### config.mk
export PLATFORM = sky130hd
export DESIGN_NAME = calendar_minute_advance_unit_flat
export DESIGN_NICKNAME = d
export VERILOG_FILES = /design/src/rtl/cma_pkg.sv /design/src/rtl/cma_item_if.sv /design/src/rtl/cma_result_if.sv /design/src/rtl/cma_ctrl.sv /design/src/rtl/cma_dp.sv /design/src/rtl/calendar_minute_advance_unit.sv /design/src/flat_wrapper.sv
export SDC_FILE = /design/constraint.sdc
export NUM_CORES = 1
export LEC_CHECK = 0
export BUFFER_PORTS_ARGS = -buffer_cell sky130_fd_sc_hd__buf_4
export CAP_MARGIN = 40
export CORE_MARGIN = 4
export CORE_UTILIZATION = 35
export DETAILED_ROUTE_END_ITERATION = 6
export PLACE_DENSITY = 0.59
export RECOVER_POWER = 50
export SYNTH_ARGS = -nofsm -noshare
export SYNTH_HDL_FRONTEND = slang
export SYNTH_SLANG_ARGS = --single-unit
export TNS_END_PERCENT = 100
### constraint.sdc
create_clock -name clk -period 13.7 [get_ports clk]
set_clock_uncertainty 0.1 [all_clocks]
set_input_delay 0.685 -clock clk [delete_from_list [all_inputs] [get_ports clk]]
set_output_delay 0.685 -clock clk [all_outputs]
set_load 0.02 [all_outputs]
### src/rtl/cma_pkg.sv
// ============================================================================
// cma_pkg
// shared types, constants and the month length table for the minute advance unit
// ============================================================================
package cma_pkg;

    localparam logic [10:0] MINUTES_PER_DAY = 11'd1440;
    localparam logic [4:0]  HOUR_MAX        = 5'd23;
    localparam logic [5:0]  MINUTE_MAX      = 6'd59;
    localparam logic [4:0]  DAY_RESET       = 5'd1;
    localparam logic [3:0]  MONTH_RESET     = 4'd1;
    localparam logic [15:0] YEAR_RESET      = 16'd1400;
    localparam logic [4:0]  MONTHS_PER_YEAR = 5'd12;
    // reciprocal of 60 scaled by 2^16, exact for values below 1440
    localparam logic [10:0] RECIP_60        = 11'd1093;
    localparam int unsigned TOTAL_W         = 17;

    typedef enum logic {
        CMD_ADVANCE = 1'b0,
        CMD_LOAD    = 1'b1
    } cmd_code_t;

    typedef enum logic [2:0] {
        ST_IDLE   = 3'b001,
        ST_RUN    = 3'b010,
        ST_FINISH = 3'b100
    } ctrl_state_t;

    typedef struct packed {
        logic capture;   // latch an accepted transaction
        logic run;       // one day carry or final minute commit
        logic emit;      // load the result register
    } dp_cmd_t;

    typedef struct packed {
        logic is_load;   // captured transaction was a load
        logic day_left;  // running total still holds a whole day
    } dp_status_t;

    typedef struct packed {
        logic        cmd;
        logic [15:0] minutes_to_add;
        logic [4:0]  load_day;
        logic [3:0]  load_month;
        logic [15:0] load_year;
        logic [4:0]  load_hour;
        logic [5:0]  load_minute;
    } item_t;

    typedef struct packed {
        logic [4:0]  out_day;
        logic [3:0]  out_month;
        logic [15:0] out_year;
        logic [4:0]  out_hour;
        logic [5:0]  out_minute;
    } result_t;

    function automatic logic [4:0] month_length(input logic [3:0] month,
                                                input logic [15:0] year);
        logic [4:0] len;
        begin
            unique case (month)
                4'd1, 4'd3, 4'd5, 4'd7, 4'd8, 4'd10, 4'd12: len = 5'd31;
                4'd2:    len = (year[1:0] == 2'b00) ? 5'd29 : 5'd28;
                default: len = 5'd30;
            endcase
            return len;
        end
    endfunction

endpackage

### src/rtl/cma_item_if.sv
// ============================================================================
// cma_item_if
// input channel: one advance or load transaction
// ============================================================================
interface cma_item_if;
    logic        valid;
    logic        ready;
    logic        cmd;
    logic [15:0] minutes_to_add;
    logic [4:0]  load_day;
    logic [3:0]  load_month;
    logic [15:0] load_year;
    logic [4:0]  load_hour;
    logic [5:0]  load_minute;

    modport source (output valid, cmd, minutes_to_add, load_day, load_month,
                    load_year, load_hour, load_minute, input ready);
    modport sink   (input valid, cmd, minutes_to_add, load_day, load_month,
                    load_year, load_hour, load_minute, output ready);
endinterface

### src/rtl/cma_result_if.sv
// ============================================================================
// cma_result_if
// output channel: date and time after each transaction
// ============================================================================
interface cma_result_if;
    logic        valid;
    logic        ready;
    logic [4:0]  out_day;
    logic [3:0]  out_month;
    logic [15:0] out_year;
    logic [4:0]  out_hour;
    logic [5:0]  out_minute;

    modport source (output valid, out_day, out_month, out_year, out_hour,
                    out_minute, input ready);
    modport sink   (input valid, out_day, out_month, out_year, out_hour,
                    out_minute, output ready);
endinterface

### src/rtl/cma_ctrl.sv
// ============================================================================
// cma_ctrl
// sequencer: accept, carry days one per cycle, hand result to output register
// ============================================================================
module cma_ctrl
    import cma_pkg::*;
(
    input  logic       clk,
    input  logic       rst_n,
    input  logic       item_valid,
    output logic       item_ready,
    output logic       result_valid,
    input  logic       result_ready,
    output dp_cmd_t    dp_cmd,
    input  dp_status_t dp_status
);

    ctrl_state_t state_reg, state_next;
    logic        rvalid_reg, rvalid_next;
    logic        out_free;

    assign out_free     = !rvalid_reg || result_ready;
    assign item_ready   = (state_reg == ST_IDLE);
    assign result_valid = rvalid_reg;

    always_comb
    begin
        state_next     = state_reg;
        dp_cmd.capture = 1'b0;
        dp_cmd.run     = 1'b0;
        dp_cmd.emit    = 1'b0;
        unique case (state_reg)
            ST_IDLE:
            begin
                if (item_valid)
                begin
                    dp_cmd.capture = 1'b1;
                    state_next     = ST_RUN;
                end
            end
            ST_RUN:
            begin
                // a load has nothing to carry
                if (dp_status.is_load)
                begin
                    state_next = ST_FINISH;
                end
                else
                begin
                    dp_cmd.run = 1'b1;
                    if (!dp_status.day_left)
                    begin
                        state_next = ST_FINISH;
                    end
                end
            end
            ST_FINISH:
            begin
                if (out_free)
                begin
                    dp_cmd.emit = 1'b1;
                    state_next  = ST_IDLE;
                end
            end
            default:
            begin
                state_next = ST_IDLE;
            end
        endcase
    end

    always_comb
    begin
        rvalid_next = rvalid_reg;
        if (dp_cmd.emit)
        begin
            rvalid_next = 1'b1;
        end
        else if (result_ready)
        begin
            rvalid_next = 1'b0;
        end
    end

    always_ff @(posedge clk or negedge rst_n)
    begin
        if (!rst_n)
        begin
            state_reg  <= ST_IDLE;
            rvalid_reg <= 1'b0;
        end
        else
        begin
            state_reg  <= state_next;
            rvalid_reg <= rvalid_next;
        end
    end

endmodule

### src/rtl/cma_dp.sv
// ============================================================================
// cma_dp
// datapath: calendar state, running minute total, day carry, result register
// ============================================================================
module cma_dp
    import cma_pkg::*;
#(
    parameter int unsigned MAX_ADVANCE_MINUTES = 43200
)
(
    input  logic       clk,
    input  logic       rst_n,
    input  dp_cmd_t    dp_cmd,
    output dp_status_t dp_status,
    input  item_t      item,
    output result_t    result
);

    localparam logic [19:0] MAX_ADV = 20'(MAX_ADVANCE_MINUTES);

    logic [10:0]        mod_reg, mod_next;
    logic [4:0]         day_reg, day_next;
    logic [3:0]         month_reg, month_next;
    logic [15:0]        year_reg, year_next;
    logic [TOTAL_W-1:0] total_reg, total_next;
    logic               load_reg, load_next;
    result_t            result_reg, result_next;

    logic [15:0] add_sat;
    logic [4:0]  hour_sat;
    logic [5:0]  min_sat;
    logic        day_left;
    logic [5:0]  day_inc;
    logic [4:0]  month_inc;
    logic [21:0] hour_prod;
    logic [4:0]  hour_val;
    logic [10:0] hour_mins;

    assign add_sat  = ({4'b0, item.minutes_to_add} > MAX_ADV) ? MAX_ADV[15:0]
                                                              : item.minutes_to_add;
    assign hour_sat = (item.load_hour > HOUR_MAX) ? HOUR_MAX : item.load_hour;
    assign min_sat  = (item.load_minute > MINUTE_MAX) ? MINUTE_MAX : item.load_minute;

    assign day_left  = (total_reg >= TOTAL_W'(MINUTES_PER_DAY));
    assign day_inc   = {1'b0, day_reg} + 6'd1;
    assign month_inc = {1'b0, month_reg} + 5'd1;

    // hour = minute_of_day / 60 by reciprocal, minute by back-multiply
    assign hour_prod = mod_reg * RECIP_60;
    assign hour_val  = hour_prod[20:16];
    assign hour_mins = ({6'b0, hour_val} << 6) - ({6'b0, hour_val} << 2);

    assign dp_status.is_load  = load_reg;
    assign dp_status.day_left = day_left;
    assign result             = result_reg;

    always_comb
    begin
        mod_next    = mod_reg;
        day_next    = day_reg;
        month_next  = month_reg;
        year_next   = year_reg;
        total_next  = total_reg;
        load_next   = load_reg;
        result_next = result_reg;

        if (dp_cmd.capture)
        begin
            load_next = (item.cmd == CMD_LOAD);
            if (item.cmd == CMD_LOAD)
            begin
                day_next   = item.load_day;
                month_next = item.load_month;
                year_next  = item.load_year;
                mod_next   = 11'(({6'b0, hour_sat} << 6) - ({6'b0, hour_sat} << 2))
                             + {5'b0, min_sat};
            end
            else
            begin
                total_next = TOTAL_W'(mod_reg) + TOTAL_W'(add_sat);
            end
        end

        if (dp_cmd.run)
        begin
            if (day_left)
            begin
                total_next = total_reg - TOTAL_W'(MINUTES_PER_DAY);
                if (day_inc > {1'b0, month_length(month_reg, year_reg)})
                begin
                    day_next = 5'd1;
                    if (month_inc > MONTHS_PER_YEAR)
                    begin
                        month_next = 4'd1;
                        year_next  = year_reg + 16'd1;
                    end
                    else
                    begin
                        month_next = month_inc[3:0];
                    end
                end
                else
                begin
                    day_next = day_inc[4:0];
                end
            end
            else
            begin
                mod_next = total_reg[10:0];
            end
        end

        if (dp_cmd.emit)
        begin
            result_next.out_day    = day_reg;
            result_next.out_month  = month_reg;
            result_next.out_year   = year_reg;
            result_next.out_hour   = hour_val;
            result_next.out_minute = 6'(mod_reg - hour_mins);
        end
    end

    always_ff @(posedge clk or negedge rst_n)
    begin
        if (!rst_n)
        begin
            mod_reg   <= '0;
            day_reg   <= DAY_RESET;
            month_reg <= MONTH_RESET;
            year_reg  <= YEAR_RESET;
            load_reg  <= 1'b0;
        end
        else
        begin
            mod_reg   <= mod_next;
            day_reg   <= day_next;
            month_reg <= month_next;
            year_reg  <= year_next;
            load_reg  <= load_next;
        end
    end

    always_ff @(posedge clk)
    begin
        total_reg  <= total_next;
        result_reg <= result_next;
    end

endmodule

### src/rtl/calendar_minute_advance_unit.sv
// ============================================================================
// calendar_minute_advance_unit
// julian calendar clock: advance by minutes or load a date and time
// ============================================================================
//
//  channel  | dir  | transaction payload
//  ---------+------+--------------------------------------------------------
//  item     | in   | cmd, minutes_to_add, load_day/month/year/hour/minute
//  result   | out  | out_day, out_month, out_year, out_hour, out_minute
//
//  a load passes through the idle, run and finish states; an advance stays in
//  run while it carries whole days (one day per cycle in the carry loop)
//  a result waits in the output register while the next transaction runs;
//  it stalls only in its finish state if the previous result is still unread
//  reset: time 00:00, day 1, month 1, year 1400; no results pending
//
module calendar_minute_advance_unit
    import cma_pkg::*;
#(
    parameter int unsigned MAX_ADVANCE_MINUTES = 43200
)
(
    input  logic         clk,
    input  logic         rst_n,
    cma_item_if.sink     item,
    cma_result_if.source result
);

    dp_cmd_t    dp_cmd;
    dp_status_t dp_status;
    item_t      item_data;
    result_t    result_data;

    // gather the transaction fields for the datapath
    assign item_data.cmd            = item.cmd;
    assign item_data.minutes_to_add = item.minutes_to_add;
    assign item_data.load_day       = item.load_day;
    assign item_data.load_month     = item.load_month;
    assign item_data.load_year      = item.load_year;
    assign item_data.load_hour      = item.load_hour;
    assign item_data.load_minute    = item.load_minute;

    // sequencer: one-hot fsm plus result valid flag
    cma_ctrl u_ctrl (
        .clk          (clk),
        .rst_n        (rst_n),
        .item_valid   (item.valid),
        .item_ready   (item.ready),
        .result_valid (result.valid),
        .result_ready (result.ready),
        .dp_cmd       (dp_cmd),
        .dp_status    (dp_status)
    );

    // calendar state, carry loop and result register
    cma_dp #(
        .MAX_ADVANCE_MINUTES (MAX_ADVANCE_MINUTES)
    ) u_dp (
        .clk       (clk),
        .rst_n     (rst_n),
        .dp_cmd    (dp_cmd),
        .dp_status (dp_status),
        .item      (item_data),
        .result    (result_data)
    );

    assign result.out_day    = result_data.out_day;
    assign result.out_month  = result_data.out_month;
    assign result.out_year   = result_data.out_year;
    assign result.out_hour   = result_data.out_hour;
    assign result.out_minute = result_data.out_minute;

endmodule
### src/flat_wrapper.sv
// flat-port wrapper written by rule: the top's interface ports become plain ports
module calendar_minute_advance_unit_flat import cma_pkg::*;
#(
    parameter int unsigned MAX_ADVANCE_MINUTES = 43200
)
  (clk, rst_n, item_valid, item_cmd, item_minutes_to_add, item_load_day, item_load_month, item_load_year, item_load_hour, item_load_minute, item_ready, result_valid, result_out_day, result_out_month, result_out_year, result_out_hour, result_out_minute, result_ready);
  cma_item_if item_i ();
  cma_result_if result_i ();
  input  logic clk;
  input  logic rst_n;
  input wire logic [$bits(item_i.valid)-1:0] item_valid;
  input wire logic [$bits(item_i.cmd)-1:0] item_cmd;
  input wire logic [$bits(item_i.minutes_to_add)-1:0] item_minutes_to_add;
  input wire logic [$bits(item_i.load_day)-1:0] item_load_day;
  input wire logic [$bits(item_i.load_month)-1:0] item_load_month;
  input wire logic [$bits(item_i.load_year)-1:0] item_load_year;
  input wire logic [$bits(item_i.load_hour)-1:0] item_load_hour;
  input wire logic [$bits(item_i.load_minute)-1:0] item_load_minute;
  output wire logic [$bits(item_i.ready)-1:0] item_ready;
  output wire logic [$bits(result_i.valid)-1:0] result_valid;
  output wire logic [$bits(result_i.out_day)-1:0] result_out_day;
  output wire logic [$bits(result_i.out_month)-1:0] result_out_month;
  output wire logic [$bits(result_i.out_year)-1:0] result_out_year;
  output wire logic [$bits(result_i.out_hour)-1:0] result_out_hour;
  output wire logic [$bits(result_i.out_minute)-1:0] result_out_minute;
  input wire logic [$bits(result_i.ready)-1:0] result_ready;
  assign item_i.valid = item_valid;
  assign item_i.cmd = item_cmd;
  assign item_i.minutes_to_add = item_minutes_to_add;
  assign item_i.load_day = item_load_day;
  assign item_i.load_month = item_load_month;
  assign item_i.load_year = item_load_year;
  assign item_i.load_hour = item_load_hour;
  assign item_i.load_minute = item_load_minute;
  assign item_ready = item_i.ready;
  assign result_valid = result_i.valid;
  assign result_out_day = result_i.out_day;
  assign result_out_month = result_i.out_month;
  assign result_out_year = result_i.out_year;
  assign result_out_hour = result_i.out_hour;
  assign result_out_minute = result_i.out_minute;
  assign result_i.ready = result_ready;
  calendar_minute_advance_unit #(.MAX_ADVANCE_MINUTES(MAX_ADVANCE_MINUTES)) u_core (.clk(clk), .rst_n(rst_n), .item(item_i), .result(result_i));
endmodule
==> impl_results.md <==
- Status: finished with violations
- Max frequency: 197 MHz
- Setup-failing EPs final: 0
- Layout cells sized above 1: 14.1%
- LEAKAGE: 3.28 nW
- RSZ-0062 raised after global routing: false
- Vias per cell: 5.29
- Ys async rst share: 43.6%
- Syn-to-layout area delta: 16.3%
- Wire length per cell: 16.1 um
- Vias in the first global route: 5,317
- DP HPWL: 12.8 mm
- DRT Pass-1 Iters: 5
- R2R Path Start: u_core.u_dp.mod_reg[1]
- Crit path max fanout: 6
- Worst setup path startpoint: u_core.u_dp.mod_reg[1]
- Seq/Total Area, Yosys: 36.5%
- Top FF cell, synth: edfxtp_1
- Initial antenna violation count: 0
- Clk sinks: 94
- 1st-iter DRT viols: 257
- First-pass GRT wire length: 27.1 mm
- Post-synthesis average cell area: 9.89 um^2
- Clk buf depth: 2
- Number of max-cap violations: 3
- RePlAce Congestion: 0.821
- # DRC: 0
- CTS tree: done
- H-tree levels: 3
- Actual slew at the worst max-slew pin: 2420 ps
- Min-delay src: u_core.u_dp.year_reg[14]
- Worst-Skew Late Latency: 360 ps
- Detailed Route WL: 16.8 mm
- Total grt overflow: 0
- Power Total: 597 uW
- Die Wd: 148 um
- Hold Crit Class: reg -> reg
- Critical Path AT: 5080 ps
- Top Ports: 95
- Vias: 5,523
- Post-CTS sizing: 0
- Nature of the critical path startpoint: flip-flop
- Max FFs per register: 36
- Die Area: 0.0219 mm^2
- Row count: 50
- Netlist cell types: 86
- Clock-pin slew on the worst setup and hold paths: 70 ps
- Synth warn: 0
- CTS root buffer: clkbuf_16
- Post-CTS Setup Repair Bufs: 0
- Syn Inst Count: 695
- Mapped Area: 0.00687 mm^2
- Setup crit end kind: flip-flop
- CP Class: reg -> reg
- Final nets: 932
- Number of enable flip-flop cells after synthesis: 41
- Initial Utilization: 36.1%
- PortBufs: 94
- CP required: 13,700 ps
- Antenna-violating nets left: 0
- Min Tclk post-route: 5080 ps
- Power per cell area: 74.6 mW/mm^2
- Synthesis-stage register bit count: 94
- Pin count of the biggest net entering global routing: 42
- GRT Overall Usage: 15.4%
- Die Height: 148 um
- Hold Fails Final Rpt: 0
- Post-Syn Nets: 847
- Diode count: 0
- Num CTS Buffers: 9
- Period Utilization, post-route: 37.1%
- Failing checks: max-capacitance violations, max-slew violations
- Slew Limit Headroom: -61.6%
- Setup TNS: 0 ps
- Worst vdd rail ir drop: 52.3 uV
- CTS Hold Buffers Added: 0
- Core Area: 0.0190 mm^2
- Max-slew violation count: 82
cell type report:
cell class,count,area [um^2]
repair buffers,99,652
clock inverters,7,63.8
well taps,260,325
fillers,1949,11000
flip-flops and latches,94,2510
inverters,43,164
multi-input cells,533,4060
clock buffers,9,225
layer usage:
layer,track usage [%],vias to the layer above,wire (um),share of wire (%)
met3,3.63,20,837,5.0
met4,4.62,0,279,1.7
met1,21.3,2614,8100,48
met5,0,-,0,0
li1,-,2770,-,-
met2,24.0,119,7590,45
per-stage QoR:
stage          cell area [um^2]  hold WS (ps)  util [%]  setup WS [ps]  instances
6_report                   8000           389      42.0           8620       1045
4_1_cts                    8130           243      42.7           8610       1045
3_5_place_dp               7840           373      41.2           8630       1029
2_1_floorplan              6870           289         -           9100        695
5_1_grt                    8000           412      42.0           8220       1045
3_3_place_gp               7790           366      41.0           8790       1027
logic make-up after synthesis:
family / share of synthesized area, %
compound gates: 19.1
xor+xnor: 2.80
mux: 2.49
buf+inv: 4.48
simple gates: 16.5
flops: 36.5
fa+ha+maj: 18.2
Yosys cell counts, types with 12 or more instances:
| cell type | instances | share of area, % |
|---|---|---|
| nand2b_1 | 12 | 1.1 |
| nor2_1 | 45 | 2.5 |
| xnor2_1 | 13 | 1.7 |
| inv_1 | 42 | 2.3 |
| o21ai_0 | 34 | 2.5 |
| clkbuf_1 | 12 | 0.66 |
| a21oi_1 | 44 | 3.2 |
| ha_1 | 87 | 16 |
| nor3_1 | 26 | 1.9 |
| nand3_1 | 16 | 1.2 |
| dfrtp_1 | 32 | 12 |
| dfxtp_1 | 12 | 3.5 |
| nand2_1 | 50 | 2.7 |
| edfxtp_1 | 41 | 18 |
worst paths after layout:
| check | endpoint | slack [ps] | cells after the start |
|---|---|---|---|
| min in group asynchronous | u_core.u_dp.year_reg[15] | 970 | 1 |
| max in group asynchronous | u_core.u_dp.mod_reg[8] | 11150 | 1 |
| setup / recovery | u_core.u_dp.result[5] | 8620 | 17 |
| hold reg to reg | u_core.u_dp.result[25] | 390 | 0 |
| setup reg to reg | u_core.u_dp.result[5] | 8620 | 17 |
| hold / removal | u_core.u_dp.result[25] | 390 | 0 |
power breakdown:
part / switching, mW / internal, mW / total (mW)
clock: 0.111 / 0.140 / 0.251
combinational: 0.0276 / 0.0263 / 0.0539
sequential: 0.00000000000000000472 / 0.292 / 0.292
placed cells by master, fill, tap and decap left out, types with 11 or more instances in the layout:
master and n:
o21ai_0 34, a21oi_1 44, ha_1 87, dfrtp_1 32, dfxtp_1 12, nor2_1 45
inv_1 42, xnor2_1 13, nand2b_1 12, and2_1 11, clkbuf_1 33, nand2_1 50
nor3_1 26, edfxtp_1 41, buf_4 64, nand3_1 16
critical path, stage by stage (launching register included):
cell and delay, ps:
dfrtp_1 470, ha_1 360, inv_1 70, fa_1 520
inv_1 50, ha_1 280, ha_1 300, ha_1 320
a211o_1 320, a311oi_1 420, o21ai_0 270, a21oi_1 220
xnor2_1 220, ha_1 310, a21o_1 150, a21oi_1 170
xor2_1 190, xnor2_1 80
Note: power is estimated with default switching activity, not from simulation.
